<file path="config.mk">
export PLATFORM = sky130hd
export DESIGN_NAME = sorted_key_value_table
export DESIGN_NICKNAME = d
export VERILOG_FILES = /design/src/design/skvt_pkg.sv /design/src/design/sorted_key_value_table.sv /design/src/design/skvt_datapath.sv /design/src/design/skvt_controller.sv
export SDC_FILE = /design/constraint.sdc
export NUM_CORES = 2
export LEC_CHECK = 0
export BUFFER_PORTS_ARGS = -buffer_cell sky130_fd_sc_hd__buf_2
export CAP_MARGIN = 30
export CELL_PAD_IN_SITES_DETAIL_PLACEMENT = 1
export CELL_PAD_IN_SITES_GLOBAL_PLACEMENT = 2
export CORE_MARGIN = 1
export CORE_UTILIZATION = 39
export CTS_CLUSTER_DIAMETER = 150
export CTS_CLUSTER_SIZE = 10
export DETAILED_ROUTE_END_ITERATION = 10
export GPL_TIMING_DRIVEN = 0
export PLACE_DENSITY_LB_ADDON = 0.25
export RECOVER_POWER = 25
export SLEW_MARGIN = 40
export SYNTH_ARGS = -nofsm -noshare
export SYNTH_HDL_FRONTEND = slang
export SYNTH_HIERARCHICAL = 1
export SYNTH_SLANG_ARGS = --single-unit
</file>
<file path="constraint.sdc">
create_clock -name clk -period 5.6 [get_ports clk]
set_clock_uncertainty 0.05 [all_clocks]
set_input_delay 0 -clock clk [delete_from_list [all_inputs] [get_ports clk]]
set_output_delay 0 -clock clk [all_outputs]
set_load 0.05 [all_outputs]
</file>
<file path="src/design/skvt_pkg.sv">
// Types and codes shared by the sorted key/value table modules.
// Depends on nothing.
package skvt_pkg;

    typedef enum logic [1:0] {
        ST_OK    = 2'd0,
        ST_FULL  = 2'd1,
        ST_ENTRY = 2'd2,
        ST_EMPTY = 2'd3
    } status_t;

    typedef enum logic {
        S_IDLE,
        S_DUMP
    } state_t;

    // Commands from the controller to the datapath.
    typedef struct packed {
        logic insert;
        logic reject;
        logic dump_empty;
        logic dump_step;
    } skvt_cmd_t;

    // Status from the datapath to the controller.
    typedef struct packed {
        logic full;
        logic empty;
        logic dump_last;
    } skvt_stat_t;

endpackage

</file>
<file path="src/design/sorted_key_value_table.sv">
// Top level of the sorted key/value table: controller plus cell-chain datapath.
// Depends on skvt_pkg, skvt_controller and skvt_datapath.
//
//  Channel  | Handshake           | Fields
//  ---------+---------------------+------------------------------------------
//  command  | start high, busy low| op, key, payload
//  result   | done, one cycle     | out_key, out_payload, last_flag, status
//
// An insert's status result shows on the next cycle and a new command may be
// given in that same cycle, as the compare-and-shift chain does it.
// A dump keeps busy high while the controller is in its dump state and streams one
// entry per cycle from the head cell of the rotating chain, each through the result
// registers after that state is entered; an empty dump answers on the next cycle.
// Reset clears the entry count and the controller; the cells are not cleared.
// The receiver cannot stall: every result is valid for exactly one cycle.
module sorted_key_value_table
    import skvt_pkg::*;
#(
    parameter int CAPACITY = 16
)
(
    input  logic               clk,
    input  logic               rst_n,
    input  logic               start,
    output logic               busy,
    input  logic               op,
    input  logic signed [31:0] key,
    input  logic signed [31:0] payload,
    output logic               done,
    output logic signed [31:0] out_key,
    output logic signed [31:0] out_payload,
    output logic               last_flag,
    output logic [1:0]         status
);

    skvt_cmd_t  cmd;
    skvt_stat_t stat;
    status_t    status_int;

    skvt_controller u_ctrl (
        .clk   (clk),
        .rst_n (rst_n),
        .start (start),
        .op    (op),
        .stat  (stat),
        .cmd   (cmd),
        .busy  (busy)
    );

    skvt_datapath #(
        .CAPACITY (CAPACITY)
    ) u_dp (
        .clk         (clk),
        .rst_n       (rst_n),
        .cmd         (cmd),
        .key         (key),
        .payload     (payload),
        .stat        (stat),
        .done        (done),
        .out_key     (out_key),
        .out_payload (out_payload),
        .last_flag   (last_flag),
        .status      (status_int)
    );

    assign status = status_int;

endmodule

</file>
<file path="src/design/skvt_datapath.sv">
// Datapath of the sorted key/value table: a chain of compare-and-shift cells,
// the entry count, the dump index and the result registers. Depends on skvt_pkg.
module skvt_datapath
    import skvt_pkg::*;
#(
    parameter int CAPACITY = 16
)
(
    input  logic               clk,
    input  logic               rst_n,
    input  skvt_cmd_t          cmd,
    input  logic signed [31:0] key,
    input  logic signed [31:0] payload,
    output skvt_stat_t         stat,
    output logic               done,
    output logic signed [31:0] out_key,
    output logic signed [31:0] out_payload,
    output logic               last_flag,
    output status_t            status
);

    localparam int CNT_W = $clog2(CAPACITY + 1);
    localparam int IDX_W = $clog2(CAPACITY);

    logic signed [31:0] key_reg  [CAPACITY];
    logic signed [31:0] pay_reg  [CAPACITY];
    logic signed [31:0] key_next [CAPACITY];
    logic signed [31:0] pay_next [CAPACITY];
    logic [CAPACITY-1:0] ge;

    logic [CNT_W-1:0] count_reg, count_next;
    logic [IDX_W-1:0] idx_reg, idx_next;
    logic [CNT_W-1:0] last_idx;

    logic               done_reg, done_next;
    logic signed [31:0] out_key_reg, out_key_next;
    logic signed [31:0] out_pay_reg, out_pay_next;
    logic               last_reg, last_next;
    status_t            status_reg, status_next;

    assign last_idx = count_reg - CNT_W'(1);

    // A cell past the fill level counts as "greater or equal", so a key larger
    // than every stored one lands right at the end of the filled part.
    genvar gi;
    generate
        for (gi = 0; gi < CAPACITY; gi++) begin : g_cell
            // Neighbor indexes, kept inside the array at both ends of the chain.
            localparam int PREV = (gi == 0) ? 0 : gi - 1;
            localparam int NEXT = (gi == CAPACITY - 1) ? 0 : gi + 1;

            assign ge[gi] = (CNT_W'(gi) >= count_reg) || (key_reg[gi] >= key);

            always_comb
            begin
                key_next[gi] = key_reg[gi];
                pay_next[gi] = pay_reg[gi];
                if (cmd.insert)
                begin
                    if (gi == 0)
                    begin
                        if (ge[gi])
                        begin
                            key_next[gi] = key;
                            pay_next[gi] = payload;
                        end
                    end
                    else
                    begin
                        if (ge[gi] && !ge[PREV])
                        begin
                            key_next[gi] = key;
                            pay_next[gi] = payload;
                        end
                        else if (ge[gi])
                        begin
                            key_next[gi] = key_reg[PREV];
                            pay_next[gi] = pay_reg[PREV];
                        end
                    end
                end
                else if (cmd.dump_step)
                begin
                    // Rotate the filled part by one; after count steps it is restored.
                    if (gi == CAPACITY - 1)
                    begin
                        key_next[gi] = key_reg[0];
                        pay_next[gi] = pay_reg[0];
                    end
                    else if (CNT_W'(gi) == last_idx)
                    begin
                        key_next[gi] = key_reg[0];
                        pay_next[gi] = pay_reg[0];
                    end
                    else
                    begin
                        key_next[gi] = key_reg[NEXT];
                        pay_next[gi] = pay_reg[NEXT];
                    end
                end
            end

            always_ff @(posedge clk)
            begin
                key_reg[gi] <= key_next[gi];
                pay_reg[gi] <= pay_next[gi];
            end
        end
    endgenerate

    assign stat.full      = (count_reg == CNT_W'(CAPACITY));
    assign stat.empty     = (count_reg == '0);
    assign stat.dump_last = (idx_reg == last_idx[IDX_W-1:0]);

    always_comb
    begin
        count_next = count_reg;
        idx_next   = idx_reg;
        if (cmd.insert)
        begin
            count_next = count_reg + CNT_W'(1);
        end
        if (cmd.dump_step)
        begin
            idx_next = stat.dump_last ? '0 : idx_reg + IDX_W'(1);
        end

        done_next    = cmd.insert | cmd.reject | cmd.dump_empty | cmd.dump_step;
        out_key_next = '0;
        out_pay_next = '0;
        last_next    = 1'b1;
        status_next  = ST_OK;
        if (cmd.reject)
        begin
            status_next = ST_FULL;
        end
        else if (cmd.dump_empty)
        begin
            status_next = ST_EMPTY;
        end
        else if (cmd.dump_step)
        begin
            status_next  = ST_ENTRY;
            out_key_next = key_reg[0];
            out_pay_next = pay_reg[0];
            last_next    = stat.dump_last;
        end
    end

    always_ff @(posedge clk or negedge rst_n)
    begin
        if (!rst_n)
        begin
            count_reg <= '0;
            idx_reg   <= '0;
            done_reg  <= 1'b0;
        end
        else
        begin
            count_reg <= count_next;
            idx_reg   <= idx_next;
            done_reg  <= done_next;
        end
    end

    always_ff @(posedge clk)
    begin
        out_key_reg <= out_key_next;
        out_pay_reg <= out_pay_next;
        last_reg    <= last_next;
        status_reg  <= status_next;
    end

    assign done        = done_reg;
    assign out_key     = out_key_reg;
    assign out_payload = out_pay_reg;
    assign last_flag   = last_reg;
    assign status      = status_reg;

endmodule

</file>
<file path="src/design/skvt_controller.sv">
// Controller of the sorted key/value table: accepts commands and sequences dumps.
// Depends on skvt_pkg.
module skvt_controller
    import skvt_pkg::*;
(
    input  logic       clk,
    input  logic       rst_n,
    input  logic       start,
    input  logic       op,
    input  skvt_stat_t stat,
    output skvt_cmd_t  cmd,
    output logic       busy
);

    state_t state_reg, state_next;

    always_ff @(posedge clk or negedge rst_n)
    begin
        if (!rst_n)
        begin
            state_reg <= S_IDLE;
        end
        else
        begin
            state_reg <= state_next;
        end
    end

    always_comb
    begin
        state_next = state_reg;
        cmd        = '0;
        busy       = 1'b0;
        case (state_reg)
            S_IDLE:
            begin
                if (start)
                begin
                    if (!op)
                    begin
                        cmd.insert = !stat.full;
                        cmd.reject = stat.full;
                    end
                    else if (stat.empty)
                    begin
                        cmd.dump_empty = 1'b1;
                    end
                    else
                    begin
                        state_next = S_DUMP;
                    end
                end
            end
            S_DUMP:
            begin
                busy          = 1'b1;
                cmd.dump_step = 1'b1;
                if (stat.dump_last)
                begin
                    state_next = S_IDLE;
                end
            end
            default:
            begin
                state_next = S_IDLE;
            end
        endcase
    end

endmodule

</file>
==> out/metrics.yaml <==
timing:
  slew_headroom: 0.0469
  fin_crit_ps: 5820
  fin_setup_tns_ps: -24440
  fin_ws_ps: -220
  worstMarginPinSlew_ps: 1430
  hold_viol_final: 0
  slew_violations: 0
  setup_viol: 295
  fin_crit_sh: 1.04
  rsz0062_at_grt: "false"
  clock.fmax_mhz: 172
place:
  gp_congestion: 0.962
  hpwlAfterDp_um: 281000
  numPortBuffers: 106
route:
  drt_first_pass_iters: 6
  vias: 65700
  drc_errors: 0
  drt_iter0_markers: 6467
  routedWlPerCell_um: 35.9
  vias_per_cell: 6.35
  routed_wl_um: 371000
  drtAntennaViolNets: 0
synth:
  yosysWarningCount: 6
  synth-edff-count: 1024
  ys.flop_type: "edfxtp_1"
  synth_cells: 7152
  synthArstFlopShare: 0.00998
  ys_ff_latch: 1102
  synth_area_um2: 76600
  synth_nets: 7739
  synth.avg_cell_area_um2: 10.7
  ys_seq_area_frac: 0.423
  ys_types: 69
die:
  ios: 137
  rows: 162
  die_w_um: 445
  core_um2: 195000
  start_util: 0.393
  die_area_um2: 198000
  dieHeight_um: 445
run_status:
  status: "finished, violations left"
  failed_checks: "negative setup slack"
worst_setup_path:
  cp.required_ps: 6120
  r2r-end: "u_dp/pay_reg[1][205]"
  start_kind: "flip-flop"
  criticalPathCategory: "reg2reg"
  setup.worst_path.end_class: "flip-flop"
  worstPathArrival_ps: 6340
  rr_worst_depth: 11
  rr_startpoint: "u_dp/count_reg[2]"
  r2r_slack_ps: -220
  crit_fanout: 12
clock_tree:
  worstSkewPairLatency_ps: 840
  clk_pin_slew_ps: 70
  cts-root-buf: "clkbuf_16"
  cts_tree: "done"
  h-tree-depth: 3
  cts_inserted_buffers: 120
  cts_sinks: 1102
  clock_path_buffers: 3
layout:
  utilization: 0.446
  mostFrequentLayoutCell: "a21oi_1"
  drive_gt1_frac: 0.174
  final_cell_mix: "1170 x a21oi_1, 1024 x edfxtp_1, 965 x mux2i_1, 742 x nor2_1, 695 x mux2_2"
  area_growth_pct: 13.7
  layout.nets: 8185
  fill_cells: 21500
global_route:
  antenna_found_initial: 18
  grt_util_all_layers: 0.366
  busiest_layer: "met2"
  use_met2: 0.574
  globalRouteMet1Util: 0.460
  grt_pass1_vias: 67000
  grt_pass1_wl_um: 516000
  grtUsageMet3: 0.0698
  grt_overflow: 0
  grt_max_degree: 38
hold_path:
  hold_start: "key[29]"
  hold_path.class: "in2reg"
  hold_depth: 4
  min_delay_worst_endpoint: "u_dp/key_reg[1][189]"
power_and_ir_drop:
  irDropWorstVdd_mv: 0.413
  power.leakage_nw: 34.9
  powerDensity_nw_per_um2: 688
flow_run:
  drv_cap: 0
[worst max path at each step]
| stage | startpoint | end | cells after the start |
|---|---|---|---|
| 2_1_floorplan | u_dp/count_reg[2] | u_dp/key_reg[1][100] | 9 |
| 3_3_place_gp | key[6] | u_dp/key_reg[1][116] | 11 |
| 3_5_place_dp | key[28] | u_dp/key_reg[1][227] | 15 |
| 4_1_cts | key[28] | u_dp/pay_reg[1][245] | 16 |
| 5_1_grt | key[16] | u_dp/pay_reg[0][50] | 16 |
| 6_report | u_dp/count_reg[2] | u_dp/pay_reg[1][205] | 11 |
[what timing repair did]
action | CTS | global route
resized for setup | 0 | 5
hold buffers | 74 | 0
buffers inserted | 0 | 23
endpoints found under the hold margin | 528 | 0
endpoints found under the setup margin | 0 | 316
[cells by family (layout without fill, tap and decap cells)]
group,Yosys count,count (layout),share of synthesized area
adders and majority gates,519,519,0.0848
muxes,1662,1662,0.229
buffers and inverters,722,1274,0.0459
and+or+nand+nor,1439,1439,0.0894
AOI/OAI and AO/OA,1690,1690,0.126
DFF,1102,1102,0.423
other,0,12,0
xor gates and xnor gates,18,18,0.00206
[where the power goes]
group          internal (mW)  switching (mW)  total, mW
Sequential              15.8            4.08       19.9
Combinational           12.2            20.0       32.2
Clock                   4.07            3.74       7.81
Total                   32.1            27.8       59.9
[synth_stat cells (4+ instances only)]
cell | count | area share
nand2_1 | 124 | 0.0061
clkbuf_1 | 434 | 0.021
buf_12 | 12 | 0.0031
xnor2_1 | 11 | 0.0013
o2bb2ai_1 | 4 | 0.00046
buf_6 | 48 | 0.0071
a221o_1 | 12 | 0.0016
buf_1 | 22 | 0.0011
o21ai_0 | 65 | 0.0042
a211oi_1 | 267 | 0.026
mux2i_1 | 965 | 0.13
a21oi_1 | 1177 | 0.077
a21o_1 | 50 | 0.0049
a31oi_1 | 18 | 0.0015
o211ai_1 | 22 | 0.0022
mux2_2 | 695 | 0.10
and2_1 | 189 | 0.015
o21a_1 | 13 | 0.0013
a221oi_1 | 19 | 0.0022
and2_0 | 5 | 0.00041
xor2_1 | 7 | 0.00080
and3_1 | 131 | 0.011
o21ai_1 | 7 | 0.00046
buf_2 | 82 | 0.0054
edfxtp_1 | 1024 | 0.40
nor2b_1 | 18 | 0.0015
a2111o_1 | 7 | 0.0010
buf_4 | 39 | 0.0038
dfxtp_1 | 67 | 0.018
nor4_1 | 27 | 0.0022
or2_2 | 4 | 0.00033
nand4_1 | 94 | 0.0077
ha_1 | 519 | 0.085
nand2b_1 | 12 | 0.00098
nor2_1 | 743 | 0.036
nand3_1 | 41 | 0.0027
nor3_1 | 23 | 0.0015
inv_1 | 84 | 0.0041
dfrtp_1 | 11 | 0.0036
and4_1 | 14 | 0.0016
[per-layer routing]
| metal | part of all wire | wire length [µm] |
|---|---|---|
| met5 | 0.00023 | 86 |
| met4 | 0.073 | 27000 |
| met3 | 0.079 | 29200 |
| met2 | 0.45 | 166000 |
| met1 | 0.40 | 149000 |
[through the flow]
step	area (µm²)	setup slack, ps	power, mW	hold slack [ps]	std cells
2_1_floorplan	76600	-276	38.3	-346	7152
3_3_place_gp	80400	-7680	49.5	-110	9882
3_5_place_dp	83000	-396	51.3	-105	10000
4_1_cts	87200	79.9	59.3	3.35	10300
5_1_grt	87000	37.2	62.3	80.3	10300
6_report	87100	-220	59.9	65.1	10300
[worst max-delay path: stages, from the launching register on]
cell	delay, ps
dfrtp_1	430
clkbuf_1	430
clkbuf_1	540
nor4bb_4	200
nor4b_2	760
clkbuf_1	260
clkbuf_2	490
clkbuf_1	820
clkbuf_2	500
a31oi_2	510
buf_8	340
buf_8	170
[layout make-up]
class	count	area [µm²]	area share
inverters	84	327	0.00375
clock inverters	7	124	0.00142
repair buffers	325	3250	0.0374
well taps	2624	3280	0.0377
flip-flops and latches	1102	32400	0.372
multi-input cells	5328	41000	0.471
plain buffers	637	3300	0.0379
clock buffers	221	3400	0.0391
diodes	12	30.0	0.000345
Power figures use the tool's default switching activity.
